$ cat src/rtl/ght_ram.sv
// Generic single-port-write, single-port-read RAM with a registered read.
// Used for both tables of the handle table. No dependencies.
module ght_ram #(
	parameter int WIDTH = 8,
	parameter int DEPTH = 16
) (
	input  logic                     clk,
	input  logic                     we,
	input  logic [$clog2(DEPTH)-1:0] waddr,
	input  logic [WIDTH-1:0]         wdata,
	input  logic [$clog2(DEPTH)-1:0] raddr,
	output logic [WIDTH-1:0]         rdata
);

	logic [WIDTH-1:0] mem [DEPTH];

	always_ff @(posedge clk) begin
		if (we) begin
			mem[waddr] <= wdata;
		end
		rdata <= mem[raddr];
	end

endmodule

$ cat config.mk
export PLATFORM = sky130hd
export DESIGN_NAME = ght_ram
export DESIGN_NICKNAME = d
export VERILOG_FILES = /design/src/rtl/ght_ram.sv
export SDC_FILE = /design/constraint.sdc
export NUM_CORES = 1
export LEC_CHECK = 0
export ABC_CLOCK_PERIOD_IN_PS = 4300
export BUFFER_PORTS_ARGS = -buffer_cell sky130_fd_sc_hd__buf_2
export CAP_MARGIN = 20
export CORE_MARGIN = 4
export CORE_UTILIZATION = 60
export DETAILED_ROUTE_END_ITERATION = 8
export PLACE_DENSITY = 0.78
export SLEW_MARGIN = 20
export SYNTH_ARGS = -nofsm -noshare
export SYNTH_HDL_FRONTEND = slang
export SYNTH_SLANG_ARGS = --single-unit
export TNS_END_PERCENT = 20
$ cat constraint.sdc
create_clock -name clk -period 4.3 [get_ports clk]
set_input_delay 0.43 -clock clk [delete_from_list [all_inputs] [get_ports clk]]
set_output_delay 0.43 -clock clk [all_outputs]
set_load 0.01 [all_outputs]
# After elaboration in Yosys (flattened, before gate mapping)
# Memory sizes are Yosys's and may differ from the RTL's. A register that Yosys moved wholly into a read port is not among the register bits.
# Index checks and enable logic that the tools add are counted.
[word_totals] memories=1 regBits=0 elab_cells=3 mem_bits_rw=128 in_bits=18
[op_classes] n_mux=2
[memory_table] name="mem" depth=16 word_bits=8 rd=1 rd_ports_with_merged_regs=1 write_ports=1 line_no="15" text="logic [WIDTH-1:0] mem [DEPTH];"
[op_table] operator="$mux 1" count=2

# Logic depth before layout (Yosys ltp)
# Gate-level depths: netlist of run 1.
[logic_depth] ltp_word=2 depth_mapped=5 ltp_nobuf=3

# Worst setup path after synthesis of run 1
# No wires, ideal clock.
[synth_timing] path_kind="input -> register" startpoint="input port waddr[2]" endpoint="memory mem[0][0] (enable)" path_stages=2 n_path_buf=0 setup_ps=383 t_arrival_ps=1540 setup_slack_ps=2377 cell_sequence="or3b_2 -> nor3_1"
[synth_lines] element="start, declared" line_no="9" text="input logic [$clog2(DEPTH)-1:0] waddr,"
[synth_lines] element="end, declared" line_no="15"
# No word-level cell before the write port.

==> results.cfg, run 1 <==
[run_status]
status = finished clean

[setup_path]
cp_cell_sequence = buf_2 -> buf_12 -> mux4_1 -> a22oi_1 -> nand2_1
path_buf_inv = 2
cp.depth = 5
crit_arrival_ns = 2.09
startpoint_type = input pin
worstSetupEndpointType = flip-flop
cpPeakStageDelay_ns = 0.57
reg2reg_from = mem[9][4]
cp_max_fo = 19
r2r_setup_slack_ns = 2.88
cp_top_family = buffers and inverters
cpMaxStageDelayCell = mux4_1
ff2ff_path_depth = 3
reg2reg_to = rdata[4]
worstSetupPathType = in -> reg
critPathRequiredTime_ns = 4.68

[logic_synthesis]
synth_top_area_share_pct = 74.7
yosysSeqAreaShare_pct = 77.8
synthXorXnorAreaFrac_pct = 0
ys_top_cells_by_area = edfxtp_1 75%, mux4_2 7.9%, mux4_1 7.1%
ys_ff_latch = 136
synth_warnings = 0
synthMuxAreaShare_pct = 15.0
synth_top_family_by_area = multiplexers
syn_nets = 247
synth_compound_gate_area_share_pct = 2.33
synthCells = 229
synth_simple_gate_area_share_pct = 3.18
synth_area_per_cell_um2 = 22.5
ys_types = 19
syn_area_um2 = 5150
yosys.area.top_type = edfxtp_1
synthAdderAreaFrac_pct = 0

[finish]
fin_nets = 285
antennaDiodeCount = 0
syn_to_final_growth_pct = 15.8
fin_area_um2 = 5960
drive_gt1_share_pct = 28.6
fill_cells = 472

[drt]
dr.first_iter.drc_count = 367
drt-met1-wl_mm = 4.11
wl_met2_mm = 4.81
dr_wl_met3_um = 599
viasPerCell = 6.26
wl_mm = 9.68
antenna_left = 0
drc = 0
vias = 2412
highest_layer = met4
wire_per_inst_um = 25.2
drt_pass1_iterations = 5

[run]
drv_cap = 0

[floorplanning]
die_y_um = 101
ioPinCount = 26
die-area_um2 = 10100
core_area_um2 = 8300
placementRows = 33
initial_core_util_pct = 62.0
die_w_um = 101

[timing]
setup_violations = 0
clock.fmax_mhz = 586
fin_ws_ns = 2.59
rsz0062_at_grt = no
slew_headroom_pct = 34.5
fin_crit_ns = 1.71
min_period_over_period_pct = 39.7
hold_viol_final = 0
fin_setup_tns_ns = 0
slew_violations = 0
worstMarginPinSlew_ns = 0.979
skew_ns = 0.00915

[clocking]
cts_setup_buffers = 0
clockRootBuffer = clkbuf_8
path_clk_slew_ns = 0.06
cts_buffers = 17
clockBufferDepth = 2
clkLatencyLatePin_ns = 0.51
numClockSinks = 136
htreeDepth = 4
cts_tree = built
cts_resized = 0
cts_hold_buf = 0

[place]
io_buffers = 25
place.gp.congestion = 0.719
dp_hpwl_mm = 5.51
place_area_um2 = 5350
dp_slack_ns = 1.86

[power_and_ir_drop]
clkPwrFrac_pct = 46.8
power_density_nw_per_um2 = 513
p_leak_uw = 0.00201
ir_worst_vdd_uv = 356
swShare_pct = 19.9
power_frac_seq_pct = 48.7
intPower_uw = 2450
p_comb_share_pct = 4.4
p_switching_uw = 610

[min_path]
min_to = mem[1][5]
holdPathStages = 1
hold_path.class = in -> reg
min_from = wdata[5]

[global_routing]
grt_max_degree = 33
grt_pass1_wl_mm = 14.8
grt_pass1_vias = 2430
antenna_found_initial = 0
overflow = 0
grt.total_usage_pct = 21.2
worst max-delay path by stage:
stage	start	endpoint	slack, ns
6_report	raddr[0]	rdata[4]	2.59
3_5_place_dp	raddr[0]	rdata[4]	1.86
4_1_cts	raddr[0]	rdata[4]	2.35
3_3_place_gp	raddr[0]	rdata[5]	1.84
5_1_grt	raddr[0]	rdata[4]	2.51
2_1_floorplan	waddr[2]	mem[0][0]	2.38
power groups by stage:
stage | Combinational (uW) | Sequential (uW) | Clock [uW]
after global routing | 147 | 1490 | 1520
after detailed placement | 132 | 1520 | 0
after CTS | 134 | 1490 | 1440
final | 135 | 1490 | 1430
after global placement | 129 | 1520 | 0
after floorplan | 75.2 | 1520 | 0
cells in the mapped netlist:
cell / instances
nor2b_1: 1
nor3_1: 4
mux4_1: 14
a22oi_1: 16
nor2_1: 13
edfxtp_1: 128
and2_1: 1
nand3b_1: 2
buf_6: 3
nand2_1: 9
dfxtp_1: 8
nand2b_1: 2
buf_4: 1
or3b_2: 1
and2b_1: 1
buf_2: 3
clkdlybuf4s25_2: 3
nand3_1: 1
mux4_2: 18
routing by layer:
layer | GRT usage (%) | vias up
li1 | - | 1047
met1 | 30.1 | 1239
met2 | 31.6 | 109
met3 | 5.19 | 17
met4 | 10.1 | 0
met5 | 0 | -
through the flow:
stage / total power [uW] / hold slack, ns / std cells / util, %
after floorplan: 1600 / 0.529 / 229 / -
after global placement: 1650 / 0.653 / 352 / 64.3
after detailed placement: 1650 / 0.655 / 352 / 64.4
after CTS: 3070 / 0.280 / 384 / 71.6
after global routing: 3160 / 0.295 / 385 / 71.8
final: 3060 / 0.299 / 385 / 71.8
cells in the final DEF, fill, tap and decap left out, types with 2 or more instances in the layout:
cell / synthesis / routed
nand2b_1: 2 / 2
edfxtp_1: 128 / 128
clkbuf_16: 0 / 16
buf_2: 3 / 25
mux4_1: 14 / 14
nor3_1: 4 / 3
clkbuf_8: 0 / 3
nor2_1: 13 / 13
clkinv_2: 0 / 4
mux4_2: 18 / 18
nand3b_1: 2 / 2
a22oi_1: 16 / 16
nand2_1: 9 / 9
clkinvlp_4: 0 / 3
buf_4: 1 / 3
bufinv_16: 0 / 3
dfxtp_1: 8 / 8
sequential cells by signal, summed over array words and instances (netlist names):
signal,cells
mem,128
rdata,8
worst reg2reg max path, stage by stage, from the launching register on:
cell and delay (ns):
edfxtp_1 0.37, mux4_1 0.51, a22oi_1 0.29, nand2_1 0.11
final cells by class:
type                       instances  area, um^2  share of cell area (%)
sequential                       136        4000                    67.2
multi-input combinational         83        1060                    17.8
clock buffer                      20         445                    7.47
timing repair buffer              29         168                    2.81
clock inverter                    12         150                    2.52
tap                              105         131                    2.20
cell families after synthesis:
| logic type | count (synthesis) |
|---|---|
| compound gates | 16 |
| flops | 136 |
| simple gates | 35 |
| mux | 32 |
| buf+inv | 10 |
Power figures use the tool's default switching activity.
==> run 2: changes to the inputs <==
--- a/config.mk
+++ b/config.mk
@@ -5,7 +5,7 @@
 export SDC_FILE = /design/constraint.sdc
 export NUM_CORES = 1
 export LEC_CHECK = 0
-export ABC_CLOCK_PERIOD_IN_PS = 4300
+export ABC_CLOCK_PERIOD_IN_PS = 1600
 export BUFFER_PORTS_ARGS = -buffer_cell sky130_fd_sc_hd__buf_2
 export CAP_MARGIN = 20
 export CORE_MARGIN = 4
==> constraint.sdc (replaced) <==
create_clock -name clk -period 1.6 [get_ports clk]
set_input_delay 0.16 -clock clk [delete_from_list [all_inputs] [get_ports clk]]
set_output_delay 0.16 -clock clk [all_outputs]
set_load 0.01 [all_outputs]
==> run 2 against run 1 <==
  * Power grew to 2.7 times the previous value
  * Sequential share of layout area shrank 2.1 points
  * Combinational power grew to 2.9 times the previous value
  * Design area grew 3.3%
  * Cell count grew 5.2%
  * Highest routed layer unchanged
  * Clock power grew to 2.8 times the previous value
  * Largest power group unchanged
  * Sequential power grew to 2.7 times the previous value
==> results.cfg, run 2 (synthesis gave the netlist of run 1 again) <==
[run_status]
status = finished clean

[finish]
fill_cells = 445
fin_nets = 305
syn_to_final_growth_pct = 19.6
antennaDiodeCount = 0
largest_register_ffs = 128
reg_top3 = mem: 128 flops, rdata: 8 flops
utilization_pct = 74.2
seqCellArea_um2 = 4000
regMostFlops = mem
drive_gt1_share_pct = 33.7
final_common_cell = edfxtp_1
final_cell_mix = 128 x edfxtp_1, 25 x buf_2, 21 x buf_4, 18 x mux4_2
multi_input_area_um2 = 1060

[place]
io_buffers = 25
dp_hpwl_mm = 5.93
place.gp.congestion = 0.763

[timing]
fin_setup_tns_ns = 0
fin_crit_ns = 1.34
min_period_over_period_pct = 83.9
skew_ns = 0.00639
worstMarginPinSlew_ns = 0.413
hold_viol_final = 0
slew_violations = 0
setup_violations = 0
slew_headroom_pct = 72.5
rsz0062_at_grt = no
clock.fmax_mhz = 745

[setup_path]
crit_path_start = mem[3][6]
cp_max_fo = 1
worstSetupPathType = reg -> reg
setup.worst_path.end = rdata[6]
reg2reg_from = mem[3][6]
startpoint_type = flip-flop
cp_top_family = multiplexers
path_buf_inv = 0
cpPeakStageDelay_ns = 0.47
ff2ff_path_depth = 3
r2r_setup_slack_ns = 0.26
cp_cell_sequence = mux4_2 -> a22oi_1 -> nand2_1
worstSetupEndpointType = flip-flop
cpMaxStageDelayCell = mux4_2
reg2reg_to = rdata[6]
critPathRequiredTime_ns = 1.99
cp.depth = 3
crit_arrival_ns = 1.73

[floorplanning]
core_area_um2 = 8300
die-area_um2 = 10100
placementRows = 33
initial_core_util_pct = 62.0
die_w_um = 101
die_y_um = 101
ioPinCount = 26

[power_and_ir_drop]
power_density_nw_per_um2 = 1360
p_leak_uw = 0.00212
ir_worst_vdd_uv = 816

[clocking]
numClockSinks = 136
cts_setup_buffers = 0
cts_tree = built
clockBufferDepth = 2
cts_buffers = 17
cts_hold_buf = 0
htreeDepth = 4
clkLatencyLatePin_ns = 0.51
path_clk_slew_ns = 0.06
cts_resized = 0
clockRootBuffer = clkbuf_8

[drt]
dr.first_iter.drc_count = 210
wire_per_inst_um = 23.8
wl_met2_mm = 4.93
drc = 0
wl_mm = 9.66
dr_wl_met3_um = 598
highest_layer = met4
vias = 2473
antenna_left = 0
drt_pass1_iterations = 4
viasPerCell = 6.11
drt-met1-wl_mm = 4.02

[global_routing]
antenna_found_initial = 0
grt_pass1_vias = 2520
grt_pass1_wl_mm = 15.0
overflow = 0
grt.total_usage_pct = 21.3
grt_max_degree = 33

[min_path]
hold_path.class = in -> reg
holdPathStages = 1

[run]
drv_cap = 0
-- run 2: changes by cell type in the layout (fill, tap and decap cells not counted) --
cell	delta
clkbuf_1	-1
bufinv_16	+1
clkbuf_8	-2
clkinvlp_4	+3
buf_4	+18
inv_6	+1
buf_12	+2
clkinv_2	-2
-- run 2: final cells by class --
cell class,instances,share of cell area [%]
clock buffer,17,6.73
clock inverter,15,3.27
multi-input combinational,83,17.3
sequential,136,65.0
tap,105,2.13
timing repair buffer,49,5.57
-- run 2: report_power, final --
group / internal, uW / leakage, uW / total [uW] / switching (uW)
logic: 170 / 0.000612 / 386 / 217
registers: 3980 / 0.00122 / 4010 / 23.3
clock network: 2530 / 0.000283 / 3950 / 1420
-- run 2: worst min-delay path by stage --
stage	start	end
after global routing	wdata[0]	mem[5][0]
after global placement	wdata[4]	mem[6][4]
after detailed placement	wdata[4]	mem[6][4]
final	wdata[4]	mem[5][4]
after CTS	wdata[4]	mem[6][4]
after floorplan	wdata[0]	mem[0][0]
-- run 2: per-stage QoR --
step | cell area [um^2] | hold WS, ns | total power (uW) | std cells | setup slack (ns)
2_1_floorplan | 5150 | 0.259 | 4290 | 229 | 0.174
3_3_place_gp | 5540 | 0.540 | 4450 | 373 | 0.0935
3_5_place_dp | 5540 | 0.550 | 4470 | 373 | 0.0802
4_1_cts | 6160 | 0.00632 | 8400 | 405 | 0.267
5_1_grt | 6160 | 0.0181 | 8610 | 405 | 0.240
6_report | 6160 | 0.0323 | 8340 | 405 | 0.258
-- run 2: routing by layer --
| metal | vias up | track usage [%] |
|---|---|---|
| met5 | - | 0 |
| met4 | 0 | 8.39 |
| met3 | 9 | 5.05 |
| met2 | 93 | 32.1 |
| met1 | 1283 | 30.7 |
| li1 | 1088 | - |
